[src/rtl/core/scrq_pkg.sv]
`timescale 1ns / 1ps
// ----------------------------------------------------------------------------
// scrq_pkg: shared types and constants of the service channel request scheduler
// Holds the entry layout, the channel word types, the table write bundle and
// the sequencer state type.
// ----------------------------------------------------------------------------
package scrq_pkg;

    localparam int MAX_ITEMS = 16;
    localparam int IDX_W     = $clog2(MAX_ITEMS);
    localparam int SIZE_W    = $clog2(MAX_ITEMS + 1);
    localparam int AGE_W     = 8;

    localparam logic [AGE_W-1:0] TIMEOUT_AGE = 8'd10;
    localparam logic [AGE_W-1:0] AGE_MAX     = 8'hFF;

    // command codes
    localparam logic CMD_WRITE = 1'b0;
    localparam logic CMD_FRAME = 1'b1;

    // one table entry
    typedef struct packed {
        logic [11:0]      address;
        logic             write;
        logic [15:0]      value;
        logic             periodic;
        logic             request;
        logic [AGE_W-1:0] age;
        logic             done;
        logic             error;
    } t_entry;

    // table write port bundle
    typedef struct packed {
        logic             we;
        logic [IDX_W-1:0] addr;
        t_entry           entry;
    } t_tbl_wr;

    // input word
    typedef struct packed {
        logic        cmd;
        logic [3:0]  entry_index;
        logic [11:0] entry_address;
        logic        entry_write;
        logic [15:0] entry_value;
        logic        entry_periodic;
        logic        entry_request;
        logic        crc_ok;
        logic [11:0] resp_address;
        logic        resp_write;
        logic        resp_error;
        logic [15:0] resp_value;
    } t_in_word;

    // output word
    typedef struct packed {
        logic [11:0] tx_address;
        logic        tx_write;
        logic [15:0] tx_value;
        logic        tx_new;
        logic        done_valid;
        logic [3:0]  done_index;
        logic [15:0] done_value;
        logic        done_error;
        logic        timeout_flag;
    } t_out_word;

    // sequencer states
    typedef enum logic [3:0] {
        ST_IDLE,
        ST_WRITE,
        ST_CUR_RD,
        ST_CUR_CHK,
        ST_SCAN_RD,
        ST_SCAN_CHK,
        ST_RX_RD,
        ST_RX_CHK,
        ST_DONE
    } t_state;

endpackage

[src/rtl/core/scrq_table.sv]
`timescale 1ns / 1ps
// ----------------------------------------------------------------------------
// scrq_table: request entry memory
// One write and one registered read a cycle; per-entry valid bits make an
// unwritten entry read as all zero after reset.
// ----------------------------------------------------------------------------
module scrq_table (
    input  logic                       i_clk,
    input  logic                       i_rst_n,
    input  scrq_pkg::t_tbl_wr          i_wr,
    input  logic [scrq_pkg::IDX_W-1:0] i_rd_addr,
    output scrq_pkg::t_entry           o_rd_entry
);
    import scrq_pkg::*;

    t_entry               mem [MAX_ITEMS];
    logic [MAX_ITEMS-1:0] r_valid;
    t_entry               r_rd_data;
    logic                 r_rd_valid;

    // entry storage and registered read
    always_ff @(posedge i_clk) begin
        if (i_wr.we) begin
            mem[i_wr.addr] <= i_wr.entry;
        end
        r_rd_data <= mem[i_rd_addr];
    end

    // valid bits, cleared by reset
    always_ff @(posedge i_clk) begin
        if (!i_rst_n) begin
            r_valid    <= '0;
            r_rd_valid <= 1'b0;
        end else begin
            if (i_wr.we) begin
                r_valid[i_wr.addr] <= 1'b1;
            end
            r_rd_valid <= r_valid[i_rd_addr];
        end
    end

    // never-written entry reads as zero
    assign o_rd_entry = r_rd_valid ? r_rd_data : '0;

endmodule

[src/rtl/core/scrq_seq.sv]
`timescale 1ns / 1ps
// ----------------------------------------------------------------------------
// scrq_seq: frame sequencer
// Steps one word through entry write, cursor check, round-robin scan and
// response completion, one table access per step.
// ----------------------------------------------------------------------------
module scrq_seq (
    input  logic                        i_clk,
    input  logic                        i_rst_n,
    input  logic                        i_cfg_we,
    input  logic [scrq_pkg::SIZE_W-1:0] i_cfg_data,
    input  logic                        i_in_valid,
    input  scrq_pkg::t_in_word          i_in_word,
    output logic                        o_idle,
    input  logic                        i_res_free,
    output logic                        o_res_load,
    output scrq_pkg::t_out_word         o_res_word,
    output scrq_pkg::t_tbl_wr           o_tbl_wr,
    output logic [scrq_pkg::IDX_W-1:0]  o_tbl_rd_addr,
    input  scrq_pkg::t_entry            i_tbl_rd
);
    import scrq_pkg::*;

    t_state              r_state, n_state;
    t_in_word            r_in;
    logic [SIZE_W-1:0]   r_item_count;
    logic [IDX_W-1:0]    r_cursor, n_cursor;
    logic [IDX_W-1:0]    r_scan_idx, n_scan_idx;
    logic [IDX_W-1:0]    r_scan_cnt, n_scan_cnt;
    logic [11:0]         r_held_addr, n_held_addr;
    logic                r_held_write, n_held_write;
    logic [15:0]         r_held_value, n_held_value;
    logic                r_tx_new, n_tx_new;
    logic                r_done_valid, n_done_valid;
    logic [3:0]          r_done_index, n_done_index;
    logic [15:0]         r_done_value, n_done_value;
    logic                r_done_error, n_done_error;
    logic                r_timeout, n_timeout;

    logic [SIZE_W-1:0]   s_size;
    logic                s_cur_in;
    logic [SIZE_W-1:0]   s_scan_inc;
    logic [IDX_W-1:0]    s_scan_next;
    logic                s_scan_last;
    logic [SIZE_W-1:0]   s_cur_inc;
    logic [IDX_W-1:0]    s_cur_next;
    logic                s_eligible;
    logic                s_match;
    logic [AGE_W-1:0]    s_age_inc;
    logic                s_accept;

    // effective table size and cursor range
    assign s_size   = (r_item_count > SIZE_W'(MAX_ITEMS)) ? SIZE_W'(MAX_ITEMS) : r_item_count;
    assign s_cur_in = {1'b0, r_cursor} < s_size;

    // wrapped index increments
    assign s_scan_inc  = {1'b0, r_scan_idx} + SIZE_W'(1);
    assign s_scan_next = (s_scan_inc >= s_size) ? '0 : s_scan_inc[IDX_W-1:0];
    assign s_scan_last = ({1'b0, r_scan_cnt} + SIZE_W'(1)) >= s_size;
    assign s_cur_inc   = {1'b0, r_cursor} + SIZE_W'(1);
    assign s_cur_next  = (s_cur_inc >= s_size) ? '0 : s_cur_inc[IDX_W-1:0];

    // entry tests
    assign s_eligible = i_tbl_rd.periodic | i_tbl_rd.request;
    assign s_age_inc  = (i_tbl_rd.age != AGE_MAX) ? i_tbl_rd.age + AGE_W'(1) : i_tbl_rd.age;
    assign s_match    = (r_in.resp_address == i_tbl_rd.address)
                      && (r_in.resp_write == i_tbl_rd.write)
                      && !(r_in.resp_write && !r_in.resp_error
                           && (r_in.resp_value != i_tbl_rd.value));

    assign s_accept = i_in_valid && (r_state == ST_IDLE);

    // next state
    always_comb begin
        n_state = r_state;
        case (r_state)
            ST_IDLE: begin
                if (i_in_valid) begin
                    if (i_in_word.cmd == CMD_WRITE) begin
                        n_state = ST_WRITE;
                    end else if (s_cur_in) begin
                        n_state = ST_CUR_RD;
                    end else begin
                        n_state = ST_DONE;
                    end
                end
            end
            ST_WRITE:   n_state = ST_DONE;
            ST_CUR_RD:  n_state = ST_CUR_CHK;
            ST_CUR_CHK: begin
                if (i_tbl_rd.age != '0) begin
                    n_state = r_in.crc_ok ? ST_RX_RD : ST_DONE;
                end else begin
                    n_state = ST_SCAN_RD;
                end
            end
            ST_SCAN_RD: n_state = ST_SCAN_CHK;
            ST_SCAN_CHK: begin
                if (s_eligible || s_scan_last) begin
                    n_state = r_in.crc_ok ? ST_RX_RD : ST_DONE;
                end else begin
                    n_state = ST_SCAN_RD;
                end
            end
            ST_RX_RD:   n_state = ST_RX_CHK;
            ST_RX_CHK:  n_state = ST_DONE;
            ST_DONE: begin
                if (i_res_free) begin
                    n_state = ST_IDLE;
                end
            end
            default:    n_state = ST_IDLE;
        endcase
    end

    // table access and result load
    always_comb begin
        o_tbl_wr       = '0;
        o_tbl_wr.addr  = r_cursor;
        o_tbl_wr.entry = i_tbl_rd;
        o_tbl_rd_addr  = r_cursor;
        o_res_load     = 1'b0;
        case (r_state)
            ST_WRITE: begin
                o_tbl_wr.we             = 1'b1;
                o_tbl_wr.addr           = r_in.entry_index[IDX_W-1:0];
                o_tbl_wr.entry          = '0;
                o_tbl_wr.entry.address  = r_in.entry_address;
                o_tbl_wr.entry.write    = r_in.entry_write;
                o_tbl_wr.entry.value    = r_in.entry_value;
                o_tbl_wr.entry.periodic = r_in.entry_periodic;
                o_tbl_wr.entry.request  = r_in.entry_request;
            end
            ST_CUR_CHK: begin
                o_tbl_wr.we        = (i_tbl_rd.age != '0);
                o_tbl_wr.entry.age = s_age_inc;
            end
            ST_SCAN_RD: begin
                o_tbl_rd_addr = r_scan_idx;
            end
            ST_SCAN_CHK: begin
                o_tbl_wr.we            = s_eligible;
                o_tbl_wr.addr          = r_scan_idx;
                o_tbl_wr.entry.age     = AGE_W'(1);
                o_tbl_wr.entry.request = 1'b0;
            end
            ST_RX_CHK: begin
                o_tbl_wr.we          = s_match;
                o_tbl_wr.entry.age   = '0;
                o_tbl_wr.entry.done  = 1'b1;
                o_tbl_wr.entry.value = r_in.resp_value;
                o_tbl_wr.entry.error = r_in.resp_error;
            end
            ST_DONE: begin
                o_res_load = i_res_free;
            end
            default: begin
                o_res_load = 1'b0;
            end
        endcase
    end

    // datapath next values
    always_comb begin
        n_cursor     = r_cursor;
        n_scan_idx   = r_scan_idx;
        n_scan_cnt   = r_scan_cnt;
        n_held_addr  = r_held_addr;
        n_held_write = r_held_write;
        n_held_value = r_held_value;
        n_tx_new     = r_tx_new;
        n_done_valid = r_done_valid;
        n_done_index = r_done_index;
        n_done_value = r_done_value;
        n_done_error = r_done_error;
        n_timeout    = r_timeout;
        case (r_state)
            ST_IDLE: begin
                n_tx_new     = 1'b0;
                n_done_valid = 1'b0;
                n_done_index = '0;
                n_done_value = '0;
                n_done_error = 1'b0;
                n_timeout    = 1'b0;
            end
            ST_CUR_CHK: begin
                n_scan_idx = r_cursor;
                n_scan_cnt = '0;
                if ((i_tbl_rd.age != '0) && (s_age_inc == TIMEOUT_AGE)) begin
                    n_timeout = 1'b1;
                end
            end
            ST_SCAN_CHK: begin
                if (s_eligible) begin
                    n_cursor     = r_scan_idx;
                    n_held_addr  = i_tbl_rd.address;
                    n_held_write = i_tbl_rd.write;
                    n_held_value = i_tbl_rd.value;
                    n_tx_new     = 1'b1;
                end else begin
                    n_scan_idx = s_scan_next;
                    n_scan_cnt = r_scan_cnt + IDX_W'(1);
                end
            end
            ST_RX_CHK: begin
                if (s_match) begin
                    n_done_valid = 1'b1;
                    n_done_index = 4'(r_cursor);
                    n_done_value = r_in.resp_value;
                    n_done_error = r_in.resp_error;
                    n_cursor     = s_cur_next;
                end
            end
            default: begin
                n_cursor = r_cursor;
            end
        endcase
    end

    // control and held request registers
    always_ff @(posedge i_clk) begin
        if (!i_rst_n) begin
            r_state      <= ST_IDLE;
            r_item_count <= '0;
            r_cursor     <= '0;
            r_scan_idx   <= '0;
            r_scan_cnt   <= '0;
            r_held_addr  <= '0;
            r_held_write <= 1'b0;
            r_held_value <= '0;
            r_tx_new     <= 1'b0;
            r_done_valid <= 1'b0;
            r_timeout    <= 1'b0;
        end else begin
            r_state      <= n_state;
            if (i_cfg_we) begin
                r_item_count <= i_cfg_data;
            end
            r_cursor     <= n_cursor;
            r_scan_idx   <= n_scan_idx;
            r_scan_cnt   <= n_scan_cnt;
            r_held_addr  <= n_held_addr;
            r_held_write <= n_held_write;
            r_held_value <= n_held_value;
            r_tx_new     <= n_tx_new;
            r_done_valid <= n_done_valid;
            r_timeout    <= n_timeout;
        end
    end

    // captured word and completion payload
    always_ff @(posedge i_clk) begin
        if (s_accept) begin
            r_in <= i_in_word;
        end
        r_done_index <= n_done_index;
        r_done_value <= n_done_value;
        r_done_error <= n_done_error;
    end

    assign o_idle = (r_state == ST_IDLE);

    // result word
    always_comb begin
        o_res_word              = '0;
        o_res_word.tx_address   = r_held_addr;
        o_res_word.tx_write     = r_held_write;
        o_res_word.tx_value     = r_held_value;
        o_res_word.tx_new       = r_tx_new;
        o_res_word.done_valid   = r_done_valid;
        o_res_word.done_index   = r_done_index;
        o_res_word.done_value   = r_done_value;
        o_res_word.done_error   = r_done_error;
        o_res_word.timeout_flag = r_timeout;
    end

endmodule

[src/rtl/core/service_channel_request_scheduler.sv]
`timescale 1ns / 1ps
// ----------------------------------------------------------------------------
// service_channel_request_scheduler: service channel request table scheduler
// Keeps the request table, picks the next request round robin, ages busy
// entries and completes them from matching responses.
// ----------------------------------------------------------------------------
//   channel | direction | handshake                 | word
//   --------+-----------+---------------------------+----------------
//   in      | input     | i_in_valid / o_in_stall   | i_in_word
//   out     | output    | o_out_valid / i_out_stall | o_out_word
//   cfg     | input     | i_cfg_we                  | i_cfg_data
//
// A table write passes WRITE and DONE. A frame may pass the cursor read and check,
// the scan, which visits one entry at a time through the single table read port,
// and the response read and check before DONE.
// One word is worked at a time; o_in_stall is high until its result is held.
// The result register frees the sequencer; a stalled output holds it at DONE.
// Reset is synchronous active low and clears the table valid bits at once.
// ----------------------------------------------------------------------------
module service_channel_request_scheduler (
    input  logic                        i_clk,
    input  logic                        i_rst_n,
    input  logic                        i_cfg_we,
    input  logic [scrq_pkg::SIZE_W-1:0] i_cfg_data,
    input  logic                        i_in_valid,
    output logic                        o_in_stall,
    input  scrq_pkg::t_in_word          i_in_word,
    output logic                        o_out_valid,
    input  logic                        i_out_stall,
    output scrq_pkg::t_out_word         o_out_word
);
    import scrq_pkg::*;

    t_tbl_wr          s_tbl_wr;
    logic [IDX_W-1:0] s_tbl_rd_addr;
    t_entry           s_tbl_rd;
    logic             s_idle;
    logic             s_res_free;
    logic             s_res_load;
    t_out_word        s_res_word;
    logic             r_out_valid;
    t_out_word        r_out_word;

    // request table
    scrq_table u_table (
        .i_clk      (i_clk),
        .i_rst_n    (i_rst_n),
        .i_wr       (s_tbl_wr),
        .i_rd_addr  (s_tbl_rd_addr),
        .o_rd_entry (s_tbl_rd)
    );

    // frame sequencer
    scrq_seq u_seq (
        .i_clk         (i_clk),
        .i_rst_n       (i_rst_n),
        .i_cfg_we      (i_cfg_we),
        .i_cfg_data    (i_cfg_data),
        .i_in_valid    (i_in_valid),
        .i_in_word     (i_in_word),
        .o_idle        (s_idle),
        .i_res_free    (s_res_free),
        .o_res_load    (s_res_load),
        .o_res_word    (s_res_word),
        .o_tbl_wr      (s_tbl_wr),
        .o_tbl_rd_addr (s_tbl_rd_addr),
        .i_tbl_rd      (s_tbl_rd)
    );

    assign s_res_free = !r_out_valid || !i_out_stall;
    assign o_in_stall = !s_idle;

    // output word register
    always_ff @(posedge i_clk) begin
        if (!i_rst_n) begin
            r_out_valid <= 1'b0;
        end else if (s_res_load) begin
            r_out_valid <= 1'b1;
        end else if (!i_out_stall) begin
            r_out_valid <= 1'b0;
        end
    end

    always_ff @(posedge i_clk) begin
        if (s_res_load) begin
            r_out_word <= s_res_word;
        end
    end

    assign o_out_valid = r_out_valid;
    assign o_out_word  = r_out_word;

endmodule

[config.mk]
export PLATFORM = sky130hd
export DESIGN_NAME = service_channel_request_scheduler
export DESIGN_NICKNAME = d
export VERILOG_FILES = /design/src/rtl/core/scrq_pkg.sv /design/src/rtl/core/scrq_table.sv /design/src/rtl/core/scrq_seq.sv /design/src/rtl/core/service_channel_request_scheduler.sv
export SDC_FILE = /design/constraint.sdc
export NUM_CORES = 1
export LEC_CHECK = 0
export BUFFER_PORTS_ARGS = -buffer_cell sky130_fd_sc_hd__buf_4
export CORE_MARGIN = 1.5
export CORE_UTILIZATION = 50
export DETAILED_ROUTE_END_ITERATION = 16
export GPL_ROUTABILITY_DRIVEN = 0
export GPL_TIMING_DRIVEN = 0
export PLACE_DENSITY = 0.7
export REMOVE_ABC_BUFFERS = 1
export SETUP_SLACK_MARGIN = 0.4
export SLEW_MARGIN = 20
export SYNTH_ARGS = -nofsm -noshare
export SYNTH_HDL_FRONTEND = slang
export SYNTH_SLANG_ARGS = --single-unit
[constraint.sdc]
create_clock -name i_clk -period 4.77 [get_ports i_clk]
set_input_delay 1.431 -clock i_clk [delete_from_list [all_inputs] [get_ports i_clk]]
set_output_delay 1.431 -clock i_clk [all_outputs]
set_load 0.02 [all_outputs]
==> results.yml, run 1 <==
status:
  status: "completed"
run:
  cap_violations: 0
worst_setup_path:
  crit_type: "register to register"
  cpMostUsedCell: "buf_12"
  cp-end-kind: "register"
  r2r_cells: 9
  critPathMaxStageDelay_ns: 0.74
  cp-start-kind: "register"
  reg2reg_from: "u_table.r_rd_valid$_SDFF_PN0_"
  r2r_slack_ns: 0.56
  cp.arrival_ns: 4.53
  worst-path-max-fanout: 54
  r2r_end: "u_table.mem[8][24]$_DFFE_PP_"
  critPathRequiredTime_ns: 5.09
  crit_chain: "buf_12 > nor4bb_1 > a22oi_1 > a211oi_1 > and4b_1 > a21oi_4 > buf_16 > nor2_4 > buf_12"
  crit_path_top_delay_cell: "dfxtp_4"
power_and_ir_drop:
  p_leak_nw: 14.1
  powerDensity_nw_per_um2: 407
  ir_drop_mv: 0.271
  p_seq_share_pct: 52.9
  internal-power_mw: 13.1
  p_sw_mw: 3.53
  totalPowerFinal_mw: 16.6
  swShare_pct: 21.3
  p_clk_share_pct: 42.3
  combPwrFrac_pct: 4.8
floorplanning:
  start_util_pct: 50.5
  die_h_um: 263
  dieArea_um2: 69300
  num_rows: 95
  core_area_um2: 67000
  io_pins: 132
  die_w_um: 263
clocking:
  cts_buffers: 88
  clockBufferDepth: 3
  clk_latency_ns: 0.65
  clkTransAtPathRegs_ns: 0.06
  ctsHoldBuffers: 0
  h-tree-depth: 3
  root_buffer: "clkbuf_16"
  cts_tree: "done"
  cts_sinks: 874
yosys:
  synth_top_area_share_pct: 67.8
  synth_cell_types: 58
  synth_ff_type: "edfxtp_1"
  async_flop_share_pct: 0
  synth_edf_count: 764
  synthTopCellsByArea: "edfxtp_1 (68%), mux4_2 (11%), dfxtp_1 (6.5%)"
  syn_area_um2: 33900
  yosysWarnings: 0
  yosysSeqAreaShare_pct: 74.3
  synth_commonest_cells: "edfxtp_1 (764), nand2_1 (193), mux4_2 (160)"
  synth_area_leader_cell: "edfxtp_1"
  synth.ff_latch_count: 874
  synth_most_common_cell: "edfxtp_1"
  synth_cells: 1928
  syn_area_per_cell_um2: 17.6
detailed_routing:
  dr.pass1.iters: 6
  vias: 19100
  vias_per_cell: 6.20
  top_layer: "met4"
  wl_met2_um: 42400
  final_antenna_net_count: 0
  route.met3.wl_um: 5860
  first_iter_violations: 2339
  wl_um: 83000
  wl_per_cell_um: 26.9
  wl_met1_um: 32200
  drcViolationCount: 0
sta:
  finalSetupTns_ns: 0
  hold_viol: 0
  slew_viol_final: 0
  worst_pin_slew_ns: 1.15
  layout_setup_ws_ns: 0.557
  fin_crit_ns: 4.21
  post-route-period-util_pct: 88.3
  slew_headroom_pct: 23.5
  finClkSkew_ns: 0.0321
  rsz0062_at_grt: "false"
  final-setup-viol-count: 0
  timing.fmax_mhz: 237
  holdWs_ns: 0.419
grt:
  grt_max_degree: 55
  grtUsageTotal_pct: 24.3
  antenna_found_initial: 1
  gr-total-overflow: 0
  grt_pass1_vias: 19500
  grt_pass1_wl_um: 124000
layout:
  nets: 2240
  seqCellArea_um2: 25100
  multi_input_area_um2: 8460
  syn_to_final_growth_pct: 20.6
  stdcell_count: 3086
  antenna_cells: 0
  drive_gt1_share_pct: 25.4
  finish.utilization_pct: 60.9
  finalInstanceArea_um2: 40800
  fill_cells: 4608
placement:
  dpl.hpwl_um: 53000
  dp.cells: 2917
  numPortBuffers: 131
  place_area_um2: 37800
  dp_slack_ns: -0.00474
hold_path:
  min_from: "u_seq.r_done_value[4]$_SDFFCE_PN0P_"
  min_path_cells: 0
  hold_path_class: "register to register"
  hold_end: "o_out_word[6]$_DFFE_PP_"
area by class of cell:
type,count,area share [%]
clock inverter,48,1.28
multi-input combinational,935,20.7
sequential,874,61.6
inverter,13,0.119
timing repair buffer,227,7.68
clock buffer,116,5.97
tap,873,2.67
critical path: cells and delay by family (launching register included):
family / cells / cell delay [ns]
compound gates: 3 / 0.86
simple gates: 3 / 1.41
buf+inv: 3 / 0.82
flops: 1 / 0.74
worst max-delay path by stage:
stage / end / start / slack, ns
final: u_table.mem[8][24]$_DFFE_PP_ / u_table.r_rd_valid$_SDFF_PN0_ / 0.56
after global routing: u_table.r_rd_data[35]$_DFF_P_ / u_seq.r_state[3]$_SDFFE_PN0P_ / 0.41
after CTS: u_table.r_valid[12]$_SDFFE_PN0P_ / u_table.r_rd_valid$_SDFF_PN0_ / 0.46
after detailed placement: u_table.r_rd_data[35]$_DFF_P_ / u_seq.r_state[2]$_SDFFE_PN0P_ / -0.005
after global placement: u_table.r_rd_data[17]$_DFF_P_ / u_seq.r_state[2]$_SDFFE_PN0P_ / -19.65
after floorplan: u_table.r_rd_data[10]$_DFF_P_ / u_seq.r_state[2]$_SDFFE_PN0P_ / -12.27
timing repair:
action / CTS / global route
endpoints found under the hold margin: 0 / 0
setup buffers: 2 / 0
resized for setup: 0 / 1
pin swaps: 1 / 0
endpoints found under the setup margin: 11 / 3
power by group through the flow:
stage / combinational (mW) / sequential (mW) / clock, mW
final: 0.803 / 8.78 / 7.02
after CTS: 0.796 / 8.78 / 7.10
after floorplan: 0.370 / 8.93 / 0
after global placement: 0.670 / 8.96 / 0
after detailed placement: 0.790 / 8.93 / 0
after global routing: 0.860 / 8.79 / 7.41
cell families (layout without fill, tap and decap cells):
| kind of cell | after synthesis | after routing | share of synthesized area, % |
|---|---|---|---|
| adders and majority gates | 24 | 24 | 0.887 |
| buffers and inverters | 119 | 404 | 1.43 |
| xor gates and xnor gates | 23 | 23 | 0.595 |
| AOI/OAI and AO/OA | 275 | 275 | 5.52 |
| and+or+nand+nor | 439 | 439 | 6.24 |
| muxes | 174 | 174 | 11.1 |
| DFF | 874 | 874 | 74.3 |
cells in the final DEF (no fill, tap or decap), types with 7 or more instances in the layout:
cell type	count
a22oi_1	8
nor2_1	42
clkbuf_1	17
buf_4	139
edfxtp_1	764
nor2b_1	13
nand3_1	44
dfxtp_1	108
nand4_1	15
xnor2_1	18
a31oi_1	41
mux4_2	160
nand2_1	192
a221o_1	19
mux2i_1	9
clkinv_2	16
ha_1	24
o21ai_1	17
o21a_1	20
clkbuf_8	9
a21oi_1	43
o22ai_1	7
buf_8	8
a21o_1	7
inv_1	12
nand4b_1	12
clkinv_1	11
o21ai_0	30
nor2_4	18
clkbuf_16	90
buf_12	21
bufinv_16	10
and2_1	63
a211oi_1	42
a2bb2oi_1	12
buf_16	55
metal layers:
metal,up-vias,track usage (%)
met5,-,0
met2,954,41.8
li1,8123,-
met1,9884,31.9
met4,0,8.53
met3,187,3.26
flip-flops by register name, indices dropped and copies added (netlist names), 4 cells and up:
signal,cells
u_seq.r_scan_idx,4
o_out_word,53
u_seq.r_state,4
u_table.r_rd_data,39
u_seq.r_scan_cnt,4
u_seq.r_done_index,4
u_seq.r_cursor,4
u_seq.r_item_count,5
u_table.r_valid,16
u_seq.r_done_value,16
u_seq.r_in,66
u_seq.r_held_value,16
u_table.mem,624
u_seq.r_held_addr,12
(Power assumes the default switching activity.)
==> run 2, diff against run 1 <==
SYNTH_HIERARCHICAL = 1   (was unset)
==> run 2 against run 1 <==
Effect of this change:
- sequential cell count unchanged
- routed wire length shrank 1.7%
- sequential power is 2% lower
- via count decreased by 5.0%
- power is 2.2% lower
- clock skew fell by 0.0084 ns
- worst setup slack worse by 0.096 ns
- sequential share of layout area grew 0.62 points
- cell area fell by 1.0%
- utilization is 0.25 points higher
- register-to-register slack got worse by 0.096 ns
- global-route usage shrank 0.71 points
- critical path type unchanged
- largest cell class unchanged
==> results.yml, run 2 <==
grt:
  grtUsageTotal_pct: 23.6
  antenna_found_initial: 1
  grt_pass1_wl_um: 118000
  grt_max_degree: 65
  gr-total-overflow: 0
  grt_pass1_vias: 18200
detailed_routing:
  wl_per_cell_um: 27.0
  dr.pass1.iters: 5
  final_antenna_net_count: 0
  vias_per_cell: 6.03
  wl_um: 81600
  vias: 18200
  first_iter_violations: 1972
  drcViolationCount: 0
worst_setup_path:
  cp.arrival_ns: 4.65
  r2r_slack_ns: 0.46
  reg2reg_from: "u_table/r_rd_valid$_SDFF_PN0_"
  crit_chain: "buf_12 > and2_1 > xor2_1 > nor4_2 > nand4_1 > a2111oi_4 > clkbuf_16 > nand2b_4 > or3b_4 > nand3b_1 > buf_6 > nor3_4 > buf_4 > buf_4 > buf_4"
  r2r_end: "u_table/mem[11][17]$_DFFE_PP_"
  cp-start-kind: "register"
  critPathRequiredTime_ns: 5.11
  critPathMaxStageDelay_ns: 0.51
  worst-path-max-fanout: 13
  r2r_cells: 15
  crit_type: "register to register"
  crit_path_top_delay_cell: "a2111oi_4"
  cpMostUsedCell: "buf_4"
  cp-end-kind: "register"
layout:
  finish.utilization_pct: 61.2
  largest_reg_flops: 624
  final_cell_mix: "edfxtp_1 (764), buf_4 (187), mux4_2 (158)"
  drive_gt1_share_pct: 30.3
  largest-register: "u_table/mem"
  syn_to_final_growth_pct: 20.6
  final_common_cell: "edfxtp_1"
  nets: 2180
clocking:
  root_buffer: "clkbuf_16"
  h-tree-depth: 3
  clk_latency_ns: 0.65
  cts_buffers: 87
  ctsHoldBuffers: 0
  cts_tree: "done"
  clkTransAtPathRegs_ns: 0.06
  clockBufferDepth: 3
  cts_sinks: 874
sta:
  rsz0062_at_grt: "true"
  post-route-period-util_pct: 90.3
  final-setup-viol-count: 0
  finClkSkew_ns: 0.0237
  hold_viol: 0
  timing.fmax_mhz: 232
  slew_viol_final: 0
  fin_crit_ns: 4.31
  worst_pin_slew_ns: 1.17
  finalSetupTns_ns: 0
  slew_headroom_pct: 21.8
power_and_ir_drop:
  ir_drop_mv: 0.241
  powerDensity_nw_per_um2: 402
  p_leak_nw: 13.9
  totalPowerFinal_mw: 16.2
floorplanning:
  die_h_um: 262
  core_area_um2: 66100
  die_w_um: 262
  num_rows: 94
  dieArea_um2: 68600
  io_pins: 132
  start_util_pct: 50.7
hold_path:
  min_path_cells: 0
  min_from: "u_seq/r_done_value[1]$_SDFFCE_PN0P_"
  hold_path_class: "register to register"
  hold_end: "o_out_word[3]$_DFFE_PP_"
yosys:
  yosysWarnings: 6
  synth_cells: 1812
  syn_area_um2: 33500
  syn_area_per_cell_um2: 18.5
placement:
  numPortBuffers: 131
  dpl.hpwl_um: 51400
run:
  cap_violations: 0
status:
  status: "completed"
run 2: cell count changes in the layout (fill, tap and decap cells not counted), sizes merged, moves of 23 or more:
| cell | previous run | this run |
|---|---|---|
| xor2 | 5 | 28 |
| a211oi | 42 | 2 |
| nand3 | 44 | 17 |
| nand2 | 193 | 143 |
| a22oi | 8 | 79 |
| o21ai | 47 | 19 |
| a31oi | 41 | 8 |
| buf | 225 | 278 |
run 2: critical path, delay by kind of cell (launching register included):
kind,cells,cell delay [ns]
DFF,1,0.36
AOI/OAI and AO/OA,1,0.51
buffers and inverters,6,1.15
and+or+nand+nor,7,1.71
xor gates and xnor gates,1,0.25
run 2: cell type report:
type	count	area [µm²]
fillers	4558	25700
well taps	864	1080
repair buffers	280	3100
flip-flops and latches	874	25100
inverters	12	46.3
multi-input cells	823	8140
diodes	1	2.50
clock buffers	112	2380
clock inverters	51	536
run 2: worst max-delay path by stage:
| stage | endpoint | slack [ns] | startpoint | depth (start not counted) |
|---|---|---|---|---|
| after global routing | u_table/mem[10][14]$_DFFE_PP_ | 0.28 | u_table/r_rd_valid$_SDFF_PN0_ | 15 |
| after CTS | u_table/mem[0][31]$_DFFE_PP_ | 0.38 | u_table/r_rd_valid$_SDFF_PN0_ | 16 |
| after floorplan | u_table/r_rd_valid$_SDFF_PN0_ | -17.99 | u_seq/r_state[2]$_SDFFE_PN0P_ | 6 |
| final | u_table/mem[11][17]$_DFFE_PP_ | 0.46 | u_table/r_rd_valid$_SDFF_PN0_ | 15 |
| after detailed placement | u_table/mem[0][39]$_DFFE_PP_ | -1.37 | u_table/r_rd_valid$_SDFF_PN0_ | 15 |
| after global placement | u_table/r_rd_data[6]$_DFF_P_ | -27.53 | u_seq/r_state[2]$_SDFFE_PN0P_ | 6 |
run 2: where the power goes:
| group | internal, mW | switching (mW) |
|---|---|---|
| clock network | 4.04 | 2.89 |
| registers | 8.55 | 0.0781 |
| logic | 0.233 | 0.453 |
| total | 12.8 | 3.42 |
run 2: metrics by stage:
stage          instance area (µm²)  instances  hold WS, ns  setup WS (ns)
6_report                     40400       3017        0.417          0.462
5_1_grt                      40400       3016        0.427          0.276
4_1_cts                      40000       2983        0.418          0.385
3_5_place_dp                 36900       2809        0.405          -1.37
3_3_place_gp                 35100       2704        0.401         -27.53
2_1_floorplan                33000       1709        0.400         -17.99
run 2: metal layers:
| layer | up-vias | GRT usage [%] | routed length [µm] |
|---|---|---|---|
| li1 | 7712 | - | - |
| met1 | 9461 | 32.6 | 32400 |
| met2 | 866 | 39.0 | 40600 |
| met3 | 156 | 3.81 | 6520 |
| met4 | 0 | 6.90 | 2030 |
| met5 | - | 0 | 0 |
run 2: repair_timing:
action	in CTS	in global routing
setup buffers	11	32
pin swaps	9	13
gates cloned	0	1
gates resized for setup	18	49
setup endpoints to repair	668	113
